<file path="src/rtl/evm_pkg.sv">
// Shared types, widths and codes for the encoder velocity moving-average block.
package evm_pkg;

  // Window length of the moving average.
  localparam int WINDOW = 10;

  // Field widths.
  localparam int COUNT_W = 15;
  localparam int DELTA_W = COUNT_W + 1;
  localparam int GAIN_W  = 16;
  localparam int SPEED_W = 32;

  // Running sum holds WINDOW deltas of any value.
  localparam int SUM_W  = DELTA_W + $clog2(WINDOW);
  localparam int SLOT_W = (WINDOW > 1) ? $clog2(WINDOW) : 1;
  localparam int HELD_W = $clog2(WINDOW + 1);

  // Multiplier results: signed operand times zero-extended gain.
  localparam int RAW_W  = DELTA_W + GAIN_W + 1;
  localparam int PROD_W = SUM_W + GAIN_W + 1;

  // Divider: DIV_BITS quotient bits per cycle.
  localparam int DIV_BITS  = 3;
  localparam int DIV_STEPS = (PROD_W + DIV_BITS - 1) / DIV_BITS;
  localparam int QUO_W     = DIV_STEPS * DIV_BITS;
  localparam int STEP_W    = (DIV_STEPS > 1) ? $clog2(DIV_STEPS) : 1;

  // Stream packing.
  localparam int IN_TDATA_W  = ((COUNT_W + 7) / 8) * 8;
  localparam int OUT_TDATA_W = ((2 * SPEED_W + 7) / 8) * 8;

  // Queue between front and back end.
  localparam int QDEPTH = 2;
  localparam int QPTR_W = $clog2(QDEPTH);
  localparam int QCNT_W = $clog2(QDEPTH + 1);

  // Register reset value: 2*pi/(1000*0.01) in Q0.16.
  localparam logic [GAIN_W-1:0] GAIN_RESET = 16'd41177;

  // One classified sample handed from the front end to the back end.
  typedef struct packed {
    logic signed [DELTA_W-1:0] delta;
    logic signed [SUM_W-1:0]   sum;
    logic [HELD_W-1:0]         held;
  } evm_item_t;

  // Back-end sequencer states.
  typedef enum logic [2:0] {
    BK_IDLE,
    BK_MUL,
    BK_ABS,
    BK_DIV,
    BK_DONE
  } bk_state_t;

endpackage

</file>
<file path="src/rtl/evm_front.sv">
// Front end: takes counter samples, forms deltas and keeps the window ring and running sum.
module evm_front (
  input  logic                                clk,
  input  logic                                rst_n,
  input  logic                                in_tvalid,
  output logic                                in_tready,
  input  logic signed [evm_pkg::COUNT_W-1:0]  encoder_count,
  input  logic                                q_full,
  output logic                                q_push,
  output evm_pkg::evm_item_t                  q_item
);
  import evm_pkg::*;

  logic signed [COUNT_W-1:0] prev_r;
  logic [SLOT_W-1:0]         slot_r;
  logic [SLOT_W-1:0]         slot_nxt;
  logic                      full_r;
  logic                      full_nxt;
  logic signed [SUM_W-1:0]   sum_r;
  logic signed [SUM_W-1:0]   sum_nxt;
  logic signed [DELTA_W-1:0] ring_r [WINDOW];
  logic signed [DELTA_W-1:0] delta;
  logic signed [DELTA_W-1:0] oldest;
  logic                      last_slot;
  logic [HELD_W-1:0]         held;

  // Accept whenever the queue has room.
  assign in_tready = !q_full;
  assign q_push    = in_tvalid && !q_full;

  // Delta, updated running sum and slot bookkeeping.
  always_comb begin
    delta     = DELTA_W'(encoder_count) - DELTA_W'(prev_r);
    oldest    = ring_r[slot_r];
    last_slot = (slot_r == SLOT_W'(WINDOW - 1));
    sum_nxt   = sum_r + SUM_W'(delta) - (full_r ? SUM_W'(oldest) : SUM_W'(0));
    slot_nxt  = last_slot ? '0 : slot_r + SLOT_W'(1);
    full_nxt  = full_r || last_slot;
    held      = full_nxt ? HELD_W'(WINDOW) : HELD_W'(slot_r) + HELD_W'(1);
  end

  assign q_item = '{delta: delta, sum: sum_nxt, held: held};

  // Control state.
  always_ff @(posedge clk) begin
    if (!rst_n) begin
      prev_r <= '0;
      slot_r <= '0;
      full_r <= 1'b0;
      sum_r  <= '0;
    end else if (q_push) begin
      prev_r <= encoder_count;
      slot_r <= slot_nxt;
      full_r <= full_nxt;
      sum_r  <= sum_nxt;
    end
  end

  // Window ring: an entry is only read back once it has been written.
  always_ff @(posedge clk) begin
    if (q_push) begin
      ring_r[slot_r] <= delta;
    end
  end

endmodule

</file>
<file path="src/rtl/evm_queue.sv">
// Short FIFO that decouples the front end from the back end.
module evm_queue (
  input  logic               clk,
  input  logic               rst_n,
  input  logic               push,
  input  evm_pkg::evm_item_t push_item,
  output logic               full,
  input  logic               pop,
  output evm_pkg::evm_item_t pop_item,
  output logic               empty
);
  import evm_pkg::*;

  evm_item_t         mem_r [QDEPTH];
  logic [QPTR_W-1:0] wr_ptr_r;
  logic [QPTR_W-1:0] rd_ptr_r;
  logic [QCNT_W-1:0] cnt_r;

  assign full     = (cnt_r == QCNT_W'(QDEPTH));
  assign empty    = (cnt_r == '0);
  assign pop_item = mem_r[rd_ptr_r];

  // Storage.
  always_ff @(posedge clk) begin
    if (push) begin
      mem_r[wr_ptr_r] <= push_item;
    end
  end

  // Pointers and fill count.
  always_ff @(posedge clk) begin
    if (!rst_n) begin
      wr_ptr_r <= '0;
      rd_ptr_r <= '0;
      cnt_r    <= '0;
    end else begin
      if (push) begin
        wr_ptr_r <= (wr_ptr_r == QPTR_W'(QDEPTH - 1)) ? '0 : wr_ptr_r + QPTR_W'(1);
      end
      if (pop) begin
        rd_ptr_r <= (rd_ptr_r == QPTR_W'(QDEPTH - 1)) ? '0 : rd_ptr_r + QPTR_W'(1);
      end
      cnt_r <= cnt_r + QCNT_W'(push) - QCNT_W'(pop);
    end
  end

  // The fill count never passes the depth.
  a_cnt_bound: assert property (@(posedge clk) disable iff (!rst_n)
    cnt_r <= QCNT_W'(QDEPTH))
    else $error("queue fill count above depth");

  // Neighbors never push into a full queue or pop an empty one.
  a_no_overflow: assert property (@(posedge clk) disable iff (!rst_n)
    !(push && full) && !(pop && empty))
    else $error("queue overflow or underflow");

endmodule

</file>
<file path="src/rtl/evm_back.sv">
// Back end: gain multiply, iterative divide by the held count, and the result register.
module evm_back (
  input  logic                               clk,
  input  logic                               rst_n,
  input  logic [evm_pkg::GAIN_W-1:0]         speed_gain,
  input  logic                               q_empty,
  input  evm_pkg::evm_item_t                 q_item,
  output logic                               q_pop,
  output logic                               out_tvalid,
  input  logic                               out_tready,
  output logic signed [evm_pkg::SPEED_W-1:0] inst_rate,
  output logic signed [evm_pkg::SPEED_W-1:0] avg_rate
);
  import evm_pkg::*;

  bk_state_t                 state_r;
  bk_state_t                 state_nxt;
  logic [STEP_W-1:0]         step_r;
  logic                      out_load;
  logic                      out_tvalid_r;
  logic signed [DELTA_W-1:0] delta_r;
  logic signed [SUM_W-1:0]   sum_r;
  logic [HELD_W-1:0]         held_r;
  logic signed [RAW_W-1:0]   raw_full;
  logic signed [PROD_W-1:0]  prod_full;
  logic signed [PROD_W-1:0]  prod_r;
  logic signed [SPEED_W-1:0] raw_r;
  logic [PROD_W-1:0]         mag;
  logic                      neg_r;
  logic [QUO_W-1:0]          quo_r;
  logic [QUO_W-1:0]          quo_nxt;
  logic [HELD_W-1:0]         rem_r;
  logic [HELD_W-1:0]         rem_nxt;
  logic [HELD_W:0]           trial;
  logic [SPEED_W-1:0]        quo_low;
  logic signed [SPEED_W-1:0] raw_out_r;
  logic signed [SPEED_W-1:0] filt_out_r;

  // Next state.
  always_comb begin
    state_nxt = state_r;
    case (state_r)
      BK_IDLE: if (!q_empty) state_nxt = BK_MUL;
      BK_MUL:  state_nxt = BK_ABS;
      BK_ABS:  state_nxt = BK_DIV;
      BK_DIV:  if (step_r == STEP_W'(DIV_STEPS - 1)) state_nxt = BK_DONE;
      BK_DONE: if (!out_tvalid_r || out_tready) state_nxt = BK_IDLE;
      default: state_nxt = BK_IDLE;
    endcase
  end

  // Sequencer outputs.
  always_comb begin
    q_pop    = 1'b0;
    out_load = 1'b0;
    case (state_r)
      BK_IDLE: q_pop    = !q_empty;
      BK_DONE: out_load = !out_tvalid_r || out_tready;
      default: begin
        q_pop    = 1'b0;
        out_load = 1'b0;
      end
    endcase
  end

  // Multipliers: signed operand times the zero-extended unsigned gain.
  assign raw_full  = RAW_W'(delta_r) * RAW_W'($signed({1'b0, speed_gain}));
  assign prod_full = PROD_W'(sum_r) * PROD_W'($signed({1'b0, speed_gain}));
  assign mag       = prod_r[PROD_W-1] ? PROD_W'(-prod_r) : PROD_W'(prod_r);

  // Restoring division, DIV_BITS quotient bits per cycle; the dividend shifts
  // out of the top of quo_r while quotient bits enter at the bottom.
  always_comb begin
    quo_nxt = quo_r;
    rem_nxt = rem_r;
    trial   = '0;
    for (int i = 0; i < DIV_BITS; i++) begin
      trial   = {rem_nxt, quo_nxt[QUO_W-1]};
      quo_nxt = {quo_nxt[QUO_W-2:0], 1'b0};
      if (trial >= {1'b0, held_r}) begin
        trial      = trial - {1'b0, held_r};
        quo_nxt[0] = 1'b1;
      end
      rem_nxt = trial[HELD_W-1:0];
    end
  end

  assign quo_low = quo_r[SPEED_W-1:0];

  // Sequencer state and step counter.
  always_ff @(posedge clk) begin
    if (!rst_n) begin
      state_r      <= BK_IDLE;
      step_r       <= '0;
      out_tvalid_r <= 1'b0;
    end else begin
      state_r <= state_nxt;
      if (state_r == BK_DIV) begin
        step_r <= step_r + STEP_W'(1);
      end else begin
        step_r <= '0;
      end
      if (out_load) begin
        out_tvalid_r <= 1'b1;
      end else if (out_tready) begin
        out_tvalid_r <= 1'b0;
      end
    end
  end

  // Datapath registers.
  always_ff @(posedge clk) begin
    if (q_pop) begin
      delta_r <= q_item.delta;
      sum_r   <= q_item.sum;
      held_r  <= q_item.held;
    end
    case (state_r)
      BK_MUL: begin
        raw_r  <= raw_full[SPEED_W-1:0];
        prod_r <= prod_full;
      end
      BK_ABS: begin
        neg_r <= prod_r[PROD_W-1];
        quo_r <= QUO_W'(mag);
        rem_r <= '0;
      end
      BK_DIV: begin
        quo_r <= quo_nxt;
        rem_r <= rem_nxt;
      end
      default: begin
      end
    endcase
    if (out_load) begin
      raw_out_r  <= raw_r;
      filt_out_r <= neg_r ? $signed(-quo_low) : $signed(quo_low);
    end
  end

  assign out_tvalid = out_tvalid_r;
  assign inst_rate  = raw_out_r;
  assign avg_rate   = filt_out_r;

  // The step counter stays inside the divide sequence.
  a_step_bound: assert property (@(posedge clk) disable iff (!rst_n)
    (state_r == BK_DIV) |-> (step_r < STEP_W'(DIV_STEPS)))
    else $error("divider step counter out of range");

  // A request leaves the queue only when the sequencer is idle, and then it multiplies next.
  a_pop_to_mul: assert property (@(posedge clk) disable iff (!rst_n)
    q_pop |=> (state_r == BK_MUL))
    else $error("popped request not followed by multiply");

endmodule

</file>
<file path="src/rtl/encoder_velocity_moving_average.sv">
// Top level of the encoder speed estimator with moving-average filter.
//
//  Channel  Direction  Handshake                Payload
//  in_      input      in_tvalid / in_tready    in_tdata[14:0] encoder_count
//  out_     output     out_tvalid / out_tready  out_tdata[31:0] instantaneous speed,
//                                               out_tdata[63:32] averaged speed
//  cfg_     input      cfg_valid / cfg_ready    cfg_data[15:0] speed_gain
//
// Each request holds the back end while it is popped from the queue, multiplied,
// turned into a magnitude, divided at three quotient bits per cycle, and handed
// to the result register; the hand-off waits while a stalled result is held.
// The front end accepts a request whenever the two-entry queue has room.
// Reset is synchronous and active low; no clearing pass is needed.
// A stalled output holds its result while the back end may start the next request.
module encoder_velocity_moving_average (
  input  logic                                clk,
  input  logic                                rst_n,
  input  logic                                in_tvalid,
  output logic                                in_tready,
  input  logic [evm_pkg::IN_TDATA_W-1:0]      in_tdata,   // [14:0] encoder_count
  output logic                                out_tvalid,
  input  logic                                out_tready,
  output logic [evm_pkg::OUT_TDATA_W-1:0]     out_tdata,  // [31:0] inst, [63:32] average
  input  logic                                cfg_valid,
  output logic                                cfg_ready,
  input  logic [evm_pkg::GAIN_W-1:0]          cfg_data
);
  import evm_pkg::*;

  logic [GAIN_W-1:0]         gain_r;
  logic                      q_push;
  logic                      q_pop;
  logic                      q_full;
  logic                      q_empty;
  evm_item_t                 push_item;
  evm_item_t                 pop_item;
  logic signed [SPEED_W-1:0] inst_rate;
  logic signed [SPEED_W-1:0] avg_rate;

  // Gain register, always writable.
  assign cfg_ready = 1'b1;

  always_ff @(posedge clk) begin
    if (!rst_n) begin
      gain_r <= GAIN_RESET;
    end else if (cfg_valid) begin
      gain_r <= cfg_data;
    end
  end

  evm_front u_front (
    .clk           (clk),
    .rst_n         (rst_n),
    .in_tvalid     (in_tvalid),
    .in_tready     (in_tready),
    .encoder_count ($signed(in_tdata[COUNT_W-1:0])),
    .q_full        (q_full),
    .q_push        (q_push),
    .q_item        (push_item)
  );

  evm_queue u_queue (
    .clk       (clk),
    .rst_n     (rst_n),
    .push      (q_push),
    .push_item (push_item),
    .full      (q_full),
    .pop       (q_pop),
    .pop_item  (pop_item),
    .empty     (q_empty)
  );

  evm_back u_back (
    .clk        (clk),
    .rst_n      (rst_n),
    .speed_gain (gain_r),
    .q_empty    (q_empty),
    .q_item     (pop_item),
    .q_pop      (q_pop),
    .out_tvalid (out_tvalid),
    .out_tready (out_tready),
    .inst_rate  (inst_rate),
    .avg_rate   (avg_rate)
  );

  // Pack the result, first field lowest.
  assign out_tdata = OUT_TDATA_W'({avg_rate, inst_rate});

endmodule

</file>
<file path="config.mk">
export PLATFORM = sky130hd
export DESIGN_NAME = encoder_velocity_moving_average
export DESIGN_NICKNAME = d
export VERILOG_FILES = /design/src/rtl/evm_pkg.sv /design/src/rtl/evm_front.sv /design/src/rtl/evm_queue.sv /design/src/rtl/evm_back.sv /design/src/rtl/encoder_velocity_moving_average.sv
export SDC_FILE = /design/constraint.sdc
export NUM_CORES = 2
export LEC_CHECK = 0
export BUFFER_PORTS_ARGS = -buffer_cell sky130_fd_sc_hd__clkbuf_2
export CAP_MARGIN = 20
export CORE_MARGIN = 1
export CORE_UTILIZATION = 65
export DETAILED_ROUTE_END_ITERATION = 8
export GPL_TIMING_DRIVEN = 1
export PLACE_DENSITY = 0.82
export SLEW_MARGIN = 30
export SYNTH_ARGS = -nofsm -noshare
export SYNTH_HDL_FRONTEND = slang
export SYNTH_SLANG_ARGS = --single-unit
</file>
<file path="constraint.sdc">
create_clock -name clk -period 7.1 [get_ports clk]
set_clock_uncertainty 0.05 [all_clocks]
set_input_delay 0 -clock clk [delete_from_list [all_inputs] [get_ports clk]]
set_output_delay 0 -clock clk [all_outputs]
set_load 0.01 [all_outputs]
</file>
Word level (Yosys, flattened, before mapping)
Memories as Yosys holds them, arrays and structs flattened. A register that Yosys moved wholly into a read port is not among the register bits.
Index checks and enable logic that the tools add are counted.
W data, S select, Z words.
{"block": "classes", "reduce_logical": 12, "muxes": 27, "n_mul": 2, "eq_ne": 10, "magnitude_cmp": 3, "add_sub_neg": 14}
{"operator": "$pmux W39 S2", "n": 1}
{"operator": "$mul A20 B17 Y37", "n": 1}
{"operator": "$mux W37", "n": 1}
{"operator": "$neg A37 Y37", "n": 1}
{"operator": "$mul A16 B17 Y32", "n": 1}
{"operator": "$mux W32", "n": 1}
{"operator": "$neg A32 Y32", "n": 1}
{"operator": "$mux W4", "n": 7}
{"operator": "$add A20 B16 Y20", "n": 1}
{"operator": "$mux W20", "n": 1}
{"operator": "$sub A20 B20 Y20", "n": 1}
{"operator": "$sub A15 B15 Y16", "n": 1}
{"operator": "$ge A5 B4 Y1", "n": 3}
{"operator": "$pmux W3 S5", "n": 1}
{"operator": "$sub A4 B4 Y4", "n": 3}
{"operator": "$mux W1", "n": 11}
{"operator": "$mux W3", "n": 3}
{"operator": "$add A4 B1 Y4 const B", "n": 2}
{"operator": "$eq A4 B4 Y1 const B", "n": 2}
{"operator": "$pmux W4 S2", "n": 1}
{"operator": "$eq A3 B2 Y1 const B", "n": 2}
{"operator": "$ne A2 B1 Y1 const B", "n": 2}
{"operator": "$reduce_bool A2 Y1", "n": 2}
{"operator": "$eq A3 B1 Y1 const B", "n": 1}
{"operator": "other kinds (13)", "n": 17}
{"block": "word_totals", "n_memories": 2, "word_cells": 88, "ff_bits": 245, "out_inout_bits": 67, "ram_bits": 240}
{"name": "u_front.ring_r", "words": 10, "width": 16, "rd": 1, "rd_ports_with_merged_regs": 1, "write_ports": 1, "line_no": "evm_front.sv:21", "rtl": "logic signed [DELTA_W-1:0] ring_r [WINDOW];"}
{"name": "u_queue.mem_r", "words": 2, "width": 40, "rd": 1, "rd_ports_with_merged_regs": 1, "write_ports": 1, "line_no": "evm_queue.sv:14", "rtl": "evm_item_t mem_r [QDEPTH];"}

Logic depth before layout (Yosys ltp)
{"block": "logic_depth", "ltp_word": 7, "ltp_mapped": 26}

Modules after synthesis
Synthesis repeated with hierarchy kept, for this count alone.
{"block": "hier_totals", "cells_unflattened": 4065, "area_unflattened_um2": 44143.6}
{"mod": "evm_back", "seq_area_each_um2": 6676.4, "area_per_inst_um2": 30041.3, "cells_each": 3042, "n_inst": 1}
{"mod": "evm_front", "seq_area_each_um2": 5685.5, "area_per_inst_um2": 10369.9, "cells_each": 825, "n_inst": 1}
{"mod": "evm_queue", "seq_area_each_um2": 2502.4, "area_per_inst_um2": 3123.0, "cells_each": 145, "n_inst": 1}
{"mod": "encoder_velocity_moving_average", "seq_area_each_um2": 320.3, "area_per_inst_um2": 609.3, "cells_each": 53, "n_inst": 1}

Worst setup path before layout
No wires, ideal clock.
{"block": "synth_timing", "kind": "register -> register", "start": "register gain_r[10]", "end": "register u_back.raw_r[31], data pin", "n_path_buf": 2, "arrival_time_ns": 6.043, "setup_ns": 0.260, "stages_incl_launch_ff": 23, "slack_ns": 0.747, "cell_sequence": "dfxtp_1 clkbuf_1 clkbuf_1 nand2_1 fa_1 fa_1 fa_1 fa_1 inv_1 fa_1 inv_1 fa_1 inv_1 ha_1 a211o_1 or3_1 o211a_1 a21o_1 a41o_1 o41ai_2 o21ai_0 a21oi_1 xnor2_1"}
{"block": "synth_via", "elab_chain_len": 1}
{"item": "from (decl)", "line_no": "encoder_velocity_moving_average.sv:30", "rtl": "logic [GAIN_W-1:0] gain_r;"}
{"item": "from (signal assigned)", "line_no": "encoder_velocity_moving_average.sv:47", "rtl": "gain_r <= cfg_data;"}
{"item": "$mul A16 B17 Y32", "line_no": "evm_back.sv:67", "rtl": "assign raw_full = RAW_W'(delta_r) * RAW_W'($signed({1'b0, speed_gain}));"}
{"item": "named net u_back.raw_full[31]", "line_no": "evm_back.sv:24", "rtl": "logic signed [RAW_W-1:0] raw_full;"}
{"item": "to (signal assigned)", "line_no": "evm_back.sv:120", "rtl": "raw_r <= raw_full[SPEED_W-1:0];"}
{"item": "to (decl)", "line_no": "evm_back.sv:27", "rtl": "logic signed [SPEED_W-1:0] raw_r;"}
The timed path passes the listed nets, and every way through them passes these cells.
A chain may end at the register's enable or synchronous reset.

Worst setup path in the final report
{"block": "layout_timing", "start": "register u_back.delta_r[4], read port of u_queue.mem_r", "end": "register u_back.raw_r[28], data pin"}
{"block": "layout_via", "elab_chain_len": 1}
{"item": "from (decl)", "line_no": "evm_back.sv:21", "rtl": "logic signed [DELTA_W-1:0] delta_r;"}
{"item": "$mul A16 B17 Y32", "line_no": "evm_back.sv:67"}
{"item": "named net u_back.raw_full[28]", "line_no": "evm_back.sv:24"}
The timed path passes the listed nets, and every way through them passes these cells.

==> metrics.md <==
| Metric | Value |
|---|---|
| Vias in the first global route | 30100 |
| Grt ovf | 0 |
| Reg-to-reg slack, setup | 250 ps |
| Fmax achieved | 0.146 GHz |
| Commonest non-fill, non-tap cell in the layout | inv_1 |
| CP startpoint kind | flip-flop |
| CTS tree | done |
| DRT antenna net count | 0 |
| Final period utilization | 96.5% |
| Crit. End Element | flip-flop |
| Crit path max fanout | 9 |
| Cell count after synthesis | 3926 |
| Yosys warning total | 0 |
| Sinks on the clock net | 529 |
| MaxCap Viol Count | 0 |
| Crit path required time | 7430 ps |
| CTS H-Tree Depth | 2 |
| DRT met1 WL | 34.2 mm |
| Share of layout cells above drive strength 1 | 9.85% |
| Row count | 94 |
| Min-delay src | cfg_valid |
| Critical Path AT | 7180 ps |
| Metal3 WL | 5.45 mm |
| Initial Utilization | 65.9% |
| Distinct cells, synth | 74 |
| Yosys top cell by area | edfxtp_1 |
| Hpwl dp | 64.6 mm |
| Fill cells | 4427 |
| RSZ-0062 raised after global routing | no |
| Syn Std Cell Area | 0.0434 sq mm |
| Avg WL per Cell | 17.7 microns |
| Clk slew on worst S/H paths | 60 ps |
| Synth Flop Type | edfxtp_1 |
| # DRC | 0 |
| DR vias/cell | 5.67 |
| Yosys top cell area share | 31.6% |
| Met2 WL | 45.7 mm |
| Final setup violation count | 0 |
| Core region area | 0.0659 sq mm |
| Die Width | 260 microns |
| Worst skew pair latency | 640 ps |
| First-pass GRT wire length | 146 mm |
| Worst Hold Endpoint | gain_r[1]$_SDFFE_PN0P_ |
| Setup TNS | 0 ps |
| Fin. max-slew vios | 0 |
| Seq/Total Area, Yosys | 35.0% |
| DR iter-0 viols | 1959 |
| Gr usage total | 27.2% |
| Reg2Reg Depth | 22 |
| Yosys reg bits | 529 |
| Reg-to-Reg Start | u_back.delta_r[4]$_DFFE_PP_ |
| Die area | 0.0678 sq mm |
| Port buffer count | 101 |
| Worst slew pin tran | 1050 ps |
| Post-Syn Area per Cell | 11.0 sq um |
| Final Hold Viols | 0 |
| Hold depth | 3 |
| Max layer used | met4 |
| Most frequent cells in the layout | inv_1, fa_1, nand2_1 |
| Nets | 4909 |
| Hold Crit Class | input port to flip-flop |
| CTS root buf | clkbuf_16 |
| Worst Slack Setup Final | 252 ps |
| Detailed Routing Iterations Pass 1 | 6 |
| CTS max path bufs | 3 |
| Area grow syn2layout | 9.28% |
| Fraction of registers with async set/reset | 0% |
| Setup WS pre-CTS | 135 ps |
| Relative slew margins | 29.7% |
| Status | finished clean |
| Kind of critical path | flip-flop to flip-flop |
| Largest cells by area after synthesis | edfxtp_1, fa_1, ha_1 |
| Post-synth EDFFs | 457 |
| Num CTS Buffers | 55 |
| Initial antenna violation count | 0 |
| Inserted Diodes | 0 |
| Routed vias | 28200 |
| Largest net degree at the start of global routing | 71 |
| Die span in y | 260 microns |
| GP Congestion | 0.895 |
| Post-Syn Nets | 4769 |
| IO Pins | 104 |
| Crit Reg-Reg Endpoint | u_back.raw_r[28]$_DFFE_PP_ |
| Final WL | 87.9 mm |
| Min cycle time layout | 6850 ps |
## critical path: stages, from the launching register on
cell and delay [ps]:
edfxtp_1 590, buf_4 260, and2_1 150, fa_1 530, inv_1 50, fa_1 470
inv_1 50, fa_1 530, fa_1 510, fa_1 490, inv_1 50, fa_1 480
inv_1 40, ha_1 360, and4_1 300, and2_1 210, nand3_1 90, a21oi_1 280
o221ai_1 270, a211oi_1 480, o21a_1 170, nor2_1 50, xnor2_1 120
## synth_stat cells, drive strengths merged, types with 19 or more instances
cell	number
inv	718
fa	538
nand2	493
edfxtp	457
ha	268
and2	256
clkbuf	144
xnor2	105
o21ai	100
nor2	94
a21oi	85
dfxtp	72
mux2	61
xor2	61
mux2i	38
a21boi	37
mux4	32
a21o	31
nor2b	25
o31ai	24
and3	22
nand2b	22
nor3	21
o211ai	20
nand3	19
o21a	19
## worst max-delay path by stage
stage	from	to	slack, ps	depth (start not counted)
floorplan	gain_r[10]$_SDFFE_PN0P_	u_back.raw_r[31]$_DFFE_PP_	750	22
global placement	gain_r[7]$_SDFFE_PN1P_	u_back.raw_r[28]$_DFFE_PP_	300	23
detailed placement	gain_r[7]$_SDFFE_PN1P_	u_back.raw_r[28]$_DFFE_PP_	140	21
CTS	gain_r[7]$_SDFFE_PN1P_	u_back.raw_r[28]$_DFFE_PP_	70	21
global route	u_back.sum_r[6]$_DFFE_PP_	u_back.prod_r[36]$_DFFE_PP_	10	22
finish	u_back.delta_r[4]$_DFFE_PP_	u_back.raw_r[28]$_DFFE_PP_	250	22
## kinds of logic (layout without fill, tap and decap cells)
kind of cell | Yosys count | after routing | synth area share [%]
AO/OA/AOI/OAI | 394 | 394 | 5.95
XOR/XNOR | 166 | 166 | 3.35
adder cells (fa/ha/maj) | 806 | 806 | 32.6
buffers and inverters | 880 | 1066 | 7.63
flip-flops | 529 | 529 | 35.0
multiplexers | 131 | 131 | 4.12
other | 1 | 1 | 0.00865
AND/OR/NAND/NOR | 1019 | 1019 | 11.4
## flip-flops by register name, indices dropped and copies added, names as in the netlist, named ones only
signal and cells:
u_back.held_r 4, u_back.inst_rate 32, u_back.sum_r 20, u_back.prod_r 37, u_queue.cnt_r 2, u_front.full_r 1
u_back.neg_r 1, u_back.delta_r 16, u_back.step_r 4, u_front.slot_r 4, u_front.prev_r 15, u_back.out_tvalid 1
u_queue.rd_ptr_r 1, u_back.avg_rate 32, u_back.rem_r 4, u_queue.mem_r 80, u_back.state_r 3, u_back.raw_r 32
u_queue.wr_ptr_r 1, u_front.sum_r 20, u_front.ring_r 160, gain_r 16, u_back.quo_r 39
## final cells by class
| class | instances | area, sq um | share of cell area, % |
|---|---|---|---|
| clock inverter | 31 | 229 | 0.483 |
| sequential | 529 | 15200 | 32.0 |
| tap | 864 | 1080 | 2.28 |
| inverter | 719 | 2700 | 5.69 |
| multi-input combinational | 2517 | 24900 | 52.6 |
| timing repair buffer | 244 | 1760 | 3.72 |
| clock buffer | 72 | 1510 | 3.19 |
## per-layer routing
metal  vias to the layer above  track usage (%)
met4                         0             9.60
li1                      12900                -
met5                         -                0
met3                       197             4.38
met1                     14200             33.8
met2                       926             48.3
## metrics by stage
step	hold WS, ps	area [sq um]	cells	utilization, %
2_1_floorplan	79.0	43400	3926	-
3_3_place_gp	178	45000	4812	68.4
3_5_place_dp	177	45000	4813	68.4
4_1_cts	9.27	47400	4974	71.9
5_1_grt	57.6	47400	4976	72.0
6_report	59.9	47400	4976	72.0
## repair_timing
action | 4_1_cts | 5_1_grt
resized for setup | 0 | 6
setup endpoints to repair | 0 | 8
hold endpoints to repair | 44 | 0
hold buffers | 58 | 0
setup buffers | 0 | 0
Power is not shown: default switching activity piles up to over one toggle a cycle in this logic, so the estimate is an artifact.
